`src/nsvfd_pkg.sv`:
```
// Package for the NSV frame deframer: fourcc codes, header bytes,
// frame counter width, result kind codes and video codec codes.
// No dependencies.
package nsvfd_pkg;

    localparam int FRAME_COUNT_WIDTH = 32;

    localparam logic [31:0] FOURCC_NSVS = 32'h4E53_5673;
    localparam logic [31:0] FOURCC_VP61 = 32'h5650_3631;
    localparam logic [31:0] FOURCC_VP62 = 32'h5650_3632;
    localparam logic [31:0] FOURCC_NONE = 32'h4E4F_4E45;
    localparam logic [31:0] FOURCC_PCM  = 32'h5043_4D20;

    localparam logic [7:0] BEEF_LO     = 8'hEF;
    localparam logic [7:0] BEEF_HI     = 8'hBE;
    localparam logic [7:0] VP61_KEY    = 8'h36;
    localparam logic [7:0] VP62_KEY    = 8'h46;
    localparam int         AUX_HDR_LEN = 6;

    typedef enum logic [1:0] {
        KIND_VIDEO  = 2'd0,
        KIND_AUDIO  = 2'd1,
        KIND_PREFIX = 2'd2
    } stream_kind_t;

    typedef enum logic [1:0] {
        VCODEC_OTHER = 2'd0,
        VCODEC_VP61  = 2'd1,
        VCODEC_VP62  = 2'd2
    } video_codec_t;

endpackage

```
`src/nsv_frame_deframer.sv`:
```
// NSV frame deframer top level: sync hunt, header parsing, payload pass-through.
// Depends on nsvfd_pkg.
//
//   channel  signals                                   direction
//   in       in_valid, in_ready, stream_byte           byte stream in
//   out      out_valid, out_ready, stream_kind,        payload/prefix byte out
//            data_byte, first_of_packet, last_of_packet,
//            keyframe, frame_number, had_sync
//
// One input byte per cycle while in_ready is high; each byte updates the parser
// state in the same cycle it is taken and yields at most one result into the
// output register; results appear in the cycle after the byte transfer.
// in_ready stays high while the output register is empty or being drained,
// so a stall on out holds at most one result and blocks further input.
// Reset returns the parser to sync hunting with all counts cleared.
module nsv_frame_deframer
    import nsvfd_pkg::*;
(
    input  logic        clk,
    input  logic        rst_n,
    input  logic        in_valid,
    output logic        in_ready,
    input  logic [7:0]  stream_byte,
    output logic        out_valid,
    input  logic        out_ready,
    output logic [1:0]  stream_kind,
    output logic [7:0]  data_byte,
    output logic        first_of_packet,
    output logic        last_of_packet,
    output logic        keyframe,
    output logic [31:0] frame_number,
    output logic        had_sync
);

    typedef enum logic [3:0] {
        PH_HUNT   = 4'd0,
        PH_SYNC   = 4'd1,
        PH_BEEF0  = 4'd2,
        PH_BEEF1  = 4'd3,
        PH_PHDR   = 4'd4,
        PH_AUXH   = 4'd5,
        PH_AUXD   = 4'd6,
        PH_VIDEO  = 4'd7,
        PH_PREFIX = 4'd8,
        PH_AUDIO  = 4'd9
    } phase_t;

    phase_t                         phase_reg, phase_next;
    logic [31:0]                    window_reg, window_next;
    logic [19:0]                    field_count_reg, field_count_next;
    logic [19:0]                    video_rem_reg, video_rem_next;
    logic [15:0]                    audio_rem_reg, audio_rem_next;
    logic [3:0]                     aux_left_reg, aux_left_next;
    logic [15:0]                    aux_chunk_reg, aux_chunk_next;
    video_codec_t                   video_kind_reg, video_kind_next;
    logic                           video_present_reg, video_present_next;
    logic                           audio_present_reg, audio_present_next;
    logic                           pcm_audio_reg, pcm_audio_next;
    logic                           pcm_pending_reg, pcm_pending_next;
    logic                           header_seen_reg, header_seen_next;
    logic                           sync_led_reg, sync_led_next;
    logic                           key_flag_reg, key_flag_next;
    logic [FRAME_COUNT_WIDTH-1:0]   frame_count_reg, frame_count_next;

    logic                           out_valid_reg;
    logic [1:0]                     kind_reg;
    logic [7:0]                     data_reg;
    logic                           first_reg;
    logic                           last_reg;
    logic                           key_reg;
    logic [31:0]                    fnum_reg;
    logic                           had_sync_reg;

    logic                           emit;
    stream_kind_t                   emit_kind;
    logic                           emit_first;
    logic                           emit_last;
    logic                           emit_key;
    logic [31:0]                    emit_fnum;
    logic                           in_xfer;
    logic                           is_first;
    logic                           is_last;
    logic [16:0]                    aux_need;

    assign in_ready = !out_valid_reg || out_ready;
    assign in_xfer  = in_valid && in_ready;

    always_comb
    begin
        phase_next         = phase_reg;
        window_next        = window_reg;
        field_count_next   = field_count_reg;
        video_rem_next     = video_rem_reg;
        audio_rem_next     = audio_rem_reg;
        aux_left_next      = aux_left_reg;
        aux_chunk_next     = aux_chunk_reg;
        video_kind_next    = video_kind_reg;
        video_present_next = video_present_reg;
        audio_present_next = audio_present_reg;
        pcm_audio_next     = pcm_audio_reg;
        pcm_pending_next   = pcm_pending_reg;
        header_seen_next   = header_seen_reg;
        sync_led_next      = sync_led_reg;
        key_flag_next      = key_flag_reg;
        frame_count_next   = frame_count_reg;
        emit               = 1'b0;
        emit_kind          = KIND_VIDEO;
        emit_first         = 1'b0;
        emit_last          = 1'b0;
        emit_key           = 1'b0;
        emit_fnum          = '0;
        is_first           = 1'b0;
        is_last            = 1'b0;
        aux_need           = '0;

        case (phase_reg)
            PH_HUNT:
            begin
                window_next = {window_reg[23:0], stream_byte};
                if (window_next == FOURCC_NSVS)
                begin
                    phase_next       = PH_SYNC;
                    field_count_next = '0;
                end
            end
            PH_SYNC:
            begin
                window_next = {window_reg[23:0], stream_byte};
                if (field_count_reg == 20'd3 && !header_seen_reg)
                begin
                    video_present_next = window_next != FOURCC_NONE;
                    video_kind_next    = (window_next == FOURCC_VP61) ? VCODEC_VP61 :
                                         (window_next == FOURCC_VP62) ? VCODEC_VP62 :
                                                                        VCODEC_OTHER;
                end
                if (field_count_reg == 20'd7 && !header_seen_reg)
                begin
                    audio_present_next = window_next != FOURCC_NONE;
                    pcm_audio_next     = window_next == FOURCC_PCM;
                    pcm_pending_next   = window_next == FOURCC_PCM;
                end
                if (field_count_reg >= 20'd14)
                begin
                    header_seen_next = 1'b1;
                    sync_led_next    = 1'b1;
                    phase_next       = PH_PHDR;
                    field_count_next = '0;
                end
                else
                begin
                    field_count_next = field_count_reg + 20'd1;
                end
            end
            PH_BEEF0:
            begin
                if (stream_byte == BEEF_LO)
                begin
                    phase_next = PH_BEEF1;
                end
                else
                begin
                    window_next = {24'd0, stream_byte};
                    phase_next  = PH_HUNT;
                end
            end
            PH_BEEF1:
            begin
                if (stream_byte == BEEF_HI)
                begin
                    sync_led_next    = 1'b0;
                    phase_next       = PH_PHDR;
                    field_count_next = '0;
                end
                else
                begin
                    window_next = {16'd0, BEEF_LO, stream_byte};
                    phase_next  = PH_HUNT;
                end
            end
            PH_PHDR:
            begin
                case (field_count_reg)
                    20'd0:
                    begin
                        aux_left_next  = stream_byte[3:0];
                        video_rem_next = {16'd0, stream_byte[7:4]};
                    end
                    20'd1:   video_rem_next = video_rem_reg | {8'd0, stream_byte, 4'd0};
                    20'd2:   video_rem_next = video_rem_reg | {stream_byte, 12'd0};
                    20'd3:   audio_rem_next = {8'd0, stream_byte};
                    default: audio_rem_next = audio_rem_reg | {stream_byte, 8'd0};
                endcase
                if (field_count_reg >= 20'd4)
                begin
                    field_count_next = '0;
                    if (aux_left_next != 4'd0)
                        phase_next = PH_AUXH;
                    else if (video_rem_next != 20'd0)
                    begin
                        phase_next    = PH_VIDEO;
                        key_flag_next = (video_kind_next == VCODEC_OTHER) ? sync_led_next
                                                                          : 1'b0;
                    end
                    else if (audio_rem_next == 16'd0)
                        phase_next = PH_BEEF0;
                    else if (audio_present_next && pcm_audio_next)
                        phase_next = PH_PREFIX;
                    else
                        phase_next = PH_AUDIO;
                end
                else
                begin
                    field_count_next = field_count_reg + 20'd1;
                end
            end
            PH_AUXH:
            begin
                if (field_count_reg == 20'd0)
                begin
                    aux_chunk_next = {8'd0, stream_byte};
                end
                else if (field_count_reg == 20'd1)
                begin
                    aux_chunk_next = aux_chunk_reg | {stream_byte, 8'd0};
                    aux_need       = {1'b0, aux_chunk_next} + 17'(AUX_HDR_LEN);
                    video_rem_next = (video_rem_reg > {3'd0, aux_need})
                                     ? video_rem_reg - {3'd0, aux_need} : 20'd0;
                end
                if (field_count_reg >= 20'd5)
                begin
                    aux_left_next    = aux_left_reg - 4'd1;
                    field_count_next = '0;
                    if (aux_chunk_next != 16'd0)
                        phase_next = PH_AUXD;
                    else if (aux_left_next != 4'd0)
                        phase_next = PH_AUXH;
                    else if (video_rem_next != 20'd0)
                    begin
                        phase_next    = PH_VIDEO;
                        key_flag_next = (video_kind_next == VCODEC_OTHER) ? sync_led_next
                                                                          : 1'b0;
                    end
                    else if (audio_rem_next == 16'd0)
                        phase_next = PH_BEEF0;
                    else if (audio_present_next && pcm_audio_next)
                        phase_next = PH_PREFIX;
                    else
                        phase_next = PH_AUDIO;
                end
                else
                begin
                    field_count_next = field_count_reg + 20'd1;
                end
            end
            PH_AUXD:
            begin
                aux_chunk_next = aux_chunk_reg - 16'd1;
                if (aux_chunk_next == 16'd0)
                begin
                    field_count_next = '0;
                    if (aux_left_next != 4'd0)
                        phase_next = PH_AUXH;
                    else if (video_rem_next != 20'd0)
                    begin
                        phase_next    = PH_VIDEO;
                        key_flag_next = (video_kind_next == VCODEC_OTHER) ? sync_led_next
                                                                          : 1'b0;
                    end
                    else if (audio_rem_next == 16'd0)
                        phase_next = PH_BEEF0;
                    else if (audio_present_next && pcm_audio_next)
                        phase_next = PH_PREFIX;
                    else
                        phase_next = PH_AUDIO;
                end
            end
            PH_VIDEO:
            begin
                is_first = field_count_reg == 20'd0;
                is_last  = video_rem_reg == 20'd1;
                if (field_count_reg == 20'd1)
                begin
                    if ((video_kind_reg == VCODEC_VP61 && stream_byte == VP61_KEY) ||
                        (video_kind_reg == VCODEC_VP62 && stream_byte == VP62_KEY))
                        key_flag_next = 1'b1;
                end
                field_count_next = field_count_reg + 20'd1;
                video_rem_next   = video_rem_reg - 20'd1;
                emit             = video_present_reg;
                emit_kind        = KIND_VIDEO;
                emit_first       = is_first;
                emit_last        = is_last;
                emit_key         = is_last && key_flag_next;
                emit_fnum        = 32'(frame_count_reg);
                if (is_last)
                begin
                    if (video_present_reg)
                        frame_count_next = frame_count_reg + FRAME_COUNT_WIDTH'(1);
                    field_count_next = '0;
                    if (audio_rem_reg == 16'd0)
                        phase_next = PH_BEEF0;
                    else if (audio_present_reg && pcm_audio_reg)
                        phase_next = PH_PREFIX;
                    else
                        phase_next = PH_AUDIO;
                end
            end
            PH_PREFIX:
            begin
                is_first         = field_count_reg == 20'd0;
                is_last          = field_count_reg == 20'd3 || audio_rem_reg == 16'd1;
                emit             = pcm_pending_reg;
                emit_kind        = KIND_PREFIX;
                emit_first       = is_first;
                emit_last        = is_last;
                field_count_next = field_count_reg + 20'd1;
                audio_rem_next   = audio_rem_reg - 16'd1;
                if (is_last)
                begin
                    pcm_pending_next = 1'b0;
                    field_count_next = '0;
                    phase_next       = (audio_rem_next != 16'd0) ? PH_AUDIO : PH_BEEF0;
                end
            end
            PH_AUDIO:
            begin
                is_first         = field_count_reg == 20'd0;
                is_last          = audio_rem_reg <= 16'd1;
                field_count_next = field_count_reg + 20'd1;
                audio_rem_next   = (audio_rem_reg != 16'd0) ? audio_rem_reg - 16'd1 : 16'd0;
                if (is_last)
                    phase_next = PH_BEEF0;
                emit             = audio_present_reg;
                emit_kind        = KIND_AUDIO;
                emit_first       = is_first;
                emit_last        = is_last;
            end
            default:
            begin
                phase_next  = PH_HUNT;
                window_next = {24'd0, stream_byte};
            end
        endcase
    end

    always_ff @(posedge clk or negedge rst_n)
    begin
        if (!rst_n)
        begin
            phase_reg         <= PH_HUNT;
            window_reg        <= '0;
            field_count_reg   <= '0;
            video_rem_reg     <= '0;
            audio_rem_reg     <= '0;
            aux_left_reg      <= '0;
            aux_chunk_reg     <= '0;
            video_kind_reg    <= VCODEC_OTHER;
            video_present_reg <= 1'b0;
            audio_present_reg <= 1'b0;
            pcm_audio_reg     <= 1'b0;
            pcm_pending_reg   <= 1'b0;
            header_seen_reg   <= 1'b0;
            sync_led_reg      <= 1'b0;
            key_flag_reg      <= 1'b0;
            frame_count_reg   <= '0;
            out_valid_reg     <= 1'b0;
        end
        else
        begin
            if (in_xfer)
            begin
                phase_reg         <= phase_next;
                window_reg        <= window_next;
                field_count_reg   <= field_count_next;
                video_rem_reg     <= video_rem_next;
                audio_rem_reg     <= audio_rem_next;
                aux_left_reg      <= aux_left_next;
                aux_chunk_reg     <= aux_chunk_next;
                video_kind_reg    <= video_kind_next;
                video_present_reg <= video_present_next;
                audio_present_reg <= audio_present_next;
                pcm_audio_reg     <= pcm_audio_next;
                pcm_pending_reg   <= pcm_pending_next;
                header_seen_reg   <= header_seen_next;
                sync_led_reg      <= sync_led_next;
                key_flag_reg      <= key_flag_next;
                frame_count_reg   <= frame_count_next;
                out_valid_reg     <= emit;
            end
            else if (out_ready)
            begin
                out_valid_reg <= 1'b0;
            end
        end
    end

    // Load the result register only on a transfer that produces a result.
    always_ff @(posedge clk)
    begin
        if (in_xfer && emit)
        begin
            kind_reg     <= emit_kind;
            data_reg     <= stream_byte;
            first_reg    <= emit_first;
            last_reg     <= emit_last;
            key_reg      <= emit_key;
            fnum_reg     <= emit_fnum;
            had_sync_reg <= sync_led_reg;
        end
    end

    assign out_valid       = out_valid_reg;
    assign stream_kind     = kind_reg;
    assign data_byte       = data_reg;
    assign first_of_packet = first_reg;
    assign last_of_packet  = last_reg;
    assign keyframe        = key_reg;
    assign frame_number    = fnum_reg;
    assign had_sync        = had_sync_reg;

endmodule

```
`config.mk`:
```
export PLATFORM = sky130hd
export DESIGN_NAME = nsv_frame_deframer
export DESIGN_NICKNAME = d
export VERILOG_FILES = /design/src/nsvfd_pkg.sv /design/src/nsv_frame_deframer.sv
export SDC_FILE = /design/constraint.sdc
export NUM_CORES = 1
export LEC_CHECK = 0
export BUFFER_PORTS_ARGS = -buffer_cell sky130_fd_sc_hd__clkbuf_2
export CORE_MARGIN = 5
export CORE_UTILIZATION = 50
export CTS_BUF_LIST = sky130_fd_sc_hd__clkbuf_8
export CTS_CLUSTER_SIZE = 12
export DETAILED_ROUTE_END_ITERATION = 10
export PLACE_DENSITY = 0.79
export SYNTH_ARGS = -nofsm -noshare
export SYNTH_HDL_FRONTEND = slang
export SYNTH_SLANG_ARGS = --single-unit
```
`constraint.sdc`:
```
create_clock -name clk -period 4.4 [get_ports clk]
set_input_delay 0.66 -clock clk [delete_from_list [all_inputs] [get_ports clk]]
set_output_delay 0.66 -clock clk [all_outputs]
set_load 0.005 [all_outputs]
```
## Word-level counts from Yosys, hierarchy flattened

Index checks and enable logic that the tools add are counted.

- Equality and inequality tests: 45
- Magnitude comparators: 5
- Bitwise operators: 5
- Multiplexer cells: 81
- Add/sub/neg operators: 8
- Reduce and logical (&&, ||, !) cells: 55

Operator list:

| cell | number |
|---|---|
| 20-bit two-way mux | 13 |
| 20-bit one-hot mux with 9 select lines | 1 |
| 32-bit by 31-bit equality test with 1-bit output, second input constant | 4 |
| 20-bit one-hot mux with 3 select lines | 2 |
| 24-bit one-hot mux with 4 select lines | 1 |
| 4-bit two-way mux | 21 |
| 16-bit two-way mux | 5 |
| 16-bit one-hot mux with 2 select lines | 2 |
| 20-bit nonzero test | 3 |
| 16-bit zero test | 3 |
| 24-bit two-way mux | 2 |
| 16-bit one-hot mux with 3 select lines | 1 |
| 16-bit nonzero test | 3 |
| 20-bit by 1-bit equality test with 1-bit output, second input constant | 2 |
| 20-bit by 2-bit equality test with 1-bit output, second input constant | 2 |
| 20-bit by 3-bit >= comparator with 1-bit output, second input constant | 2 |
| 4-bit one-hot mux with 10 select lines | 1 |
| 2-bit != test, second input constant | 19 |
| 32-bit by 1-bit adder with 32-bit output, second input constant | 1 |
| 32-bit by 31-bit != test with 1-bit output, second input constant | 1 |
| 16-bit bitwise OR | 2 |
| 16-bit by 1-bit subtractor with 16-bit output, second input constant | 2 |
| 1-bit two-way mux | 21 |
| 20-bit by 1-bit adder with 20-bit output, second input constant | 1 |
| 47 further kinds | 84 |

- Output and inout bits: 48
- Logic and storage cells: 223
- Register bits: 192
- Input port bits: 12

## Longest topological paths before layout

- Word-level depth: 13
- Depth in mapped cells: 19
- Gate-level depth less buffers: 15

## Worst setup path before layout

No wires, ideal clock.

- Path kind: in2reg
- Start: input stream_byte[0]
- End: register phase_reg[0]
- Buffers on the path: 3
- Stages on the path: 17
- Data arrival time: 4.657 ns
- Data required time: 4.268 ns
- Setup slack: -0.389 ns
- Setup time: 0.132 ns
- Path through: clkbuf_1 clkbuf_1 nor2_1 or3_1 nor4_1 nand2_1 xnor2_1 ha_1 clkbuf_1 a21o_1 or2_2 a2111o_1 a311o_1 and4bb_2 a22oi_1 o41ai_1 nand3b_1

- Longest elaborated chain between the ends: 13
- Elaborated cells between the ends (all ways): 39
- Those cells by class: 2 x add/sub; 1 x order compare; 3 x eq/ne; 23 x mux; 4 x bitwise; 6 x reduce/logical

Ends and longest elaborated chain:

| item | RTL line | text |
|---|---|---|
| start: declaration | nsv_frame_deframer.sv:23 | `input logic [7:0] stream_byte,` |
| 16-bit bitwise OR | nsv_frame_deframer.sv:224 | `aux_chunk_next = aux_chunk_reg \| {stream_byte, 8'd0};` |
| 16-bit by 3-bit adder with 17-bit output | nsv_frame_deframer.sv:225 | `aux_need = {1'b0, aux_chunk_next} + 17'(AUX_HDR_LEN);` |
| 20-bit by 17-bit subtractor with 20-bit output / 20-bit by 17-bit > comparator with 1-bit output (equally long branches) | nsv_frame_deframer.sv:227, nsv_frame_deframer.sv:226 |  |
| 20-bit two-way mux | nsv_frame_deframer.sv:227 | `? video_rem_reg - {3'd0, aux_need} : 20'd0;` |
| 20-bit two-way mux | nsv_frame_deframer.sv:222 | `else if (field_count_reg == 20'd1)` |
| 20-bit two-way mux | nsv_frame_deframer.sv:218 | `if (field_count_reg == 20'd0)` |
| 20-bit two-way mux | nsv_frame_deframer.sv:116 | `case (phase_reg)` |
| 20-bit nonzero test | nsv_frame_deframer.sv:237 | `else if (video_rem_next != 20'd0)` |
| 4-bit two-way mux | nsv_frame_deframer.sv:237 |  |
| 4-bit two-way mux | nsv_frame_deframer.sv:235 | `else if (aux_left_next != 4'd0)` |
| 4-bit two-way mux | nsv_frame_deframer.sv:233 | `if (aux_chunk_next != 16'd0)` |
| 4-bit two-way mux | nsv_frame_deframer.sv:229 | `if (field_count_reg >= 20'd5)` |
| 4-bit one-hot mux with 10 select lines | nsv_frame_deframer.sv:116 |  |
| end signal: assignment | nsv_frame_deframer.sv:372 | `phase_reg <= phase_next;` |
| end: declaration | nsv_frame_deframer.sv:48 | `phase_t phase_reg, phase_next;` |

Several ways; a longest one is shown, not always the timed one. The select of a mux whose other input is x is not followed.
A chain may end at the register's enable or synchronous reset.

## Worst setup path in the final report

- Start: register aux_chunk_reg[1]
- End: register phase_reg[3]

- Longest elaborated chain between the ends: 13
- Elaborated cells between the ends (all ways): 22
- Those cells by class: 3 x add/sub; 1 x order compare; 1 x eq/ne; 12 x mux; 1 x bitwise; 4 x reduce/logical

Ends and longest elaborated chain:

| item | RTL line | text |
|---|---|---|
| start: declaration | nsv_frame_deframer.sv:54 | `logic [15:0] aux_chunk_reg, aux_chunk_next;` |
| start signal: assignment | nsv_frame_deframer.sv:378 | `aux_chunk_reg <= aux_chunk_next;` |
| 16-bit bitwise OR | nsv_frame_deframer.sv:224 |  |
| 16-bit by 3-bit adder with 17-bit output | nsv_frame_deframer.sv:225 |  |
| 20-bit by 17-bit subtractor with 20-bit output / 20-bit by 17-bit > comparator with 1-bit output (equally long branches) | nsv_frame_deframer.sv:227, nsv_frame_deframer.sv:226 |  |
| 20-bit two-way mux | nsv_frame_deframer.sv:227 |  |
| 20-bit two-way mux | nsv_frame_deframer.sv:222 |  |
| 20-bit two-way mux | nsv_frame_deframer.sv:218 |  |
| 20-bit two-way mux | nsv_frame_deframer.sv:116 |  |
| 20-bit nonzero test | nsv_frame_deframer.sv:237 |  |
| 4-bit two-way mux | nsv_frame_deframer.sv:237 |  |
| 4-bit two-way mux | nsv_frame_deframer.sv:235 |  |
| 4-bit two-way mux | nsv_frame_deframer.sv:233 |  |
| 4-bit two-way mux | nsv_frame_deframer.sv:229 |  |
| 4-bit one-hot mux with 10 select lines | nsv_frame_deframer.sv:116 |  |

Several ways; a longest one is shown, not always the timed one. The select of a mux whose other input is x is not followed.

==> reports/qor.yml <==
placement:
  gp_congestion: 1.03
  place_area_um2: 14400
  placement.io_buffers: 59
  dp_hpwl_um: 29900
drt:
  drtAntennaViolNets: 0
  via_per_inst: 6.50
  drt_iter0_drc: 1678
  totalWireLength_um: 41400
  dr.pass1.iters: 6
  drc: 0
  top_layer: "met5"
  wl_per_cell_um: 20.6
  vias: 13100
  wl_met3_um: 4270
  met1_length_um: 17300
  wl_met2_um: 18500
logic_synthesis:
  syn_area_per_cell_um2: 8.41
  seq_area_frac_synth_pct: 37.4
  synth-async-reset-ratio_pct: 76.0
  synthFlopType: "dfrtp_1"
  synth.distinct_cells: 103
  ys_ff_latch: 192
  netlist_area_um2: 13500
  ys_warn_count: 0
  netlist_instances: 1602
  synth_nets: 1650
  synth_edf_count: 46
layout:
  final_common_cell: "nand2_1"
  num-nets-final: 1703
  seq_area_um2: 5040
  antennaDiodeCount: 0
  syn2layout_area_growth_pct: 10.0
  drive_gt1_share_pct: 14.0
  n_fill_cell: 2445
  final_cell_mix: "182 x nand2_1, 145 x dfrtp_1, 141 x nor2_1, 115 x o21ai_0, 106 x a21oi_1"
  final_area_um2: 14800
  multi_input_area_um2: 7960
power_and_ir_drop:
  pwr-share-comb_pct: 57.9
  p_int_w: 0.00467
  p_clk_share_pct: 13.2
  switching_share_pct: 50.6
  power_frac_seq_pct: 28.9
  powerDensity_nw_per_um2: 637
  vdd_ir_drop_max_v: 0.000357
  p_leak_nw: 6.13
  switchingPower_w: 0.00478
critical_path:
  crit_start: "aux_chunk_reg[1]"
  worst_ep_arrival_time_ns: 4.61
  startpoint_type: "flop"
  cp_max_fo: 6
  cp-end-kind: "flop"
  worstPathRequired_ns: 4.83
  reg2reg_from: "aux_chunk_reg[1]"
  r2r_setup_slack_ns: 0.22
  r2r_cells: 14
  path_class: "flop to flop"
sta:
  period_minus_slack_ns: 4.18
  finClkSkew_ns: 0.0245
  fmax_mhz: 239
  hold_viol_final: 0
  drv_slew: 0
  fin_crit_sh_pct: 95.1
  finalHoldWorstSlack_ns: 0.221
  worst_pin_slew_ns: 0.938
  setup-tns-final_ns: 0
  setup_viol: 0
  slew_headroom_pct: 37.2
clock_network:
  tritoncts: "yes"
  clk_latency_ns: 0.50
  cts_setup_buffers: 0
  cts-buffers-inserted: 17
  cts.path.max_buffers: 2
  clkSlewWorstSetupHoldPaths_ns: 0.12
  cts.sinks: 192
  root_buffer: "clkbuf_8"
  h-tree-depth: 4
floorplanning:
  fp-row-count: 60
  die_area_um2: 30300
  start_util_pct: 50.4
  core_area_um2: 26700
  num_io_pins: 60
  dieWidth_um: 174
  die_y_um: 174
outcome:
  outcome: "completed"
global_route:
  grt-ovfl-total: 0
  antenna_found_initial: 1
  grt_max_degree: 93
  grt_pass1_vias: 12300
  grt_util_all_layers_pct: 26.9
  grt_pass1_wl_um: 66500
run:
  cap_violations: 0
worst_hold_path:
  hold_class: "primary input to asynchronous set/reset pin"
Yosys cell counts (19+ instances only):
library cell	instances	area share, %
clkbuf_1	75	2.1
xor2_1	32	2.1
inv_1	32	0.89
edfxtp_1	46	10
ha_1	35	3.2
nand2b_1	22	1.0
nor4_1	29	1.3
and2_1	46	2.1
dfrtp_1	146	27
o21ai_0	117	4.3
and3_1	28	1.3
a21oi_1	107	4.0
nand4_1	25	1.2
nand2_1	182	5.1
nor2_1	143	4.0
xnor2_1	41	2.7
o22ai_1	19	0.88
a31oi_1	23	1.1
nor3_1	48	1.8
nand3_1	83	3.1
area by class of cell:
cell class / count / area share, %
inverters: 32 / 0.810
multi-input cells: 1279 / 53.7
repair buffers: 133 / 5.78
well taps: 341 / 2.88
clock inverters: 15 / 1.34
clock buffers: 17 / 1.58
flip-flops and latches: 192 / 34.0
per-layer routing:
| metal | vias up | GRT usage [%] |
|---|---|---|
| li1 | 6005 | - |
| met1 | 6205 | 37.8 |
| met2 | 713 | 41.7 |
| met3 | 132 | 5.74 |
| met4 | 2 | 8.38 |
| met5 | - | 0 |
power groups by stage:
| stage | sequential, W | clock [W] | combinational, W |
|---|---|---|---|
| finish | 0.00273 | 0.00125 | 0.00547 |
| global route | 0.00279 | 0.00133 | 0.00593 |
| CTS | 0.00270 | 0.00126 | 0.00531 |
| detailed placement | 0.00273 | 0 | 0.00528 |
| global placement | 0.00272 | 0 | 0.00519 |
| floorplan | 0.00248 | 0 | 0.00394 |
metrics by stage:
stage	cells	setup slack [ns]	power [W]	utilization (%)
2_1_floorplan	1602	0.000464	0.00641	-
3_3_place_gp	1977	0.0175	0.00791	53.7
3_5_place_dp	1977	-0.0484	0.00801	53.7
4_1_cts	2009	0.148	0.00926	55.3
5_1_grt	2009	-0.00744	0.0100	55.5
6_report	2009	0.217	0.00945	55.5
cells by family after synthesis:
logic type | Yosys count | share of synthesized area, %
flip-flops | 192 | 37.4
AND/OR/NAND/NOR | 734 | 29.0
XOR/XNOR | 73 | 4.74
buffers and inverters | 131 | 4.30
adder cells (fa/ha/maj) | 36 | 3.40
multiplexers | 8 | 0.622
AO/OA/AOI/OAI | 428 | 20.6
worst max-delay path, cell delays in order (launching register included):
cell and delay [ns]:
dfrtp_2 0.44, inv_1 0.07, ha_1 0.31, nor4_4 0.40, nand2_1 0.11, xnor2_1 0.31
ha_1 0.34, a21o_1 0.22, or2_2 0.29, a2111o_1 0.41, a311o_1 0.34, and4bb_2 0.32
a22oi_2 0.11, nor4_2 0.28, o41a_1 0.16
timing repair:
| action | in CTS | in global routing |
|---|---|---|
| hold buffers | 0 | 0 |
| resized for setup | 0 | 11 |
| setup endpoints to repair | 0 | 7 |
worst paths after layout:
path	to
max	phase_reg[3]
min	window_reg[6]
max reg2reg	phase_reg[3]
min reg2reg	frame_count_reg[31]
max in group asynchronous	aux_chunk_reg[1]
min in group clk	frame_count_reg[31]
Power figures use the tool's default switching activity.
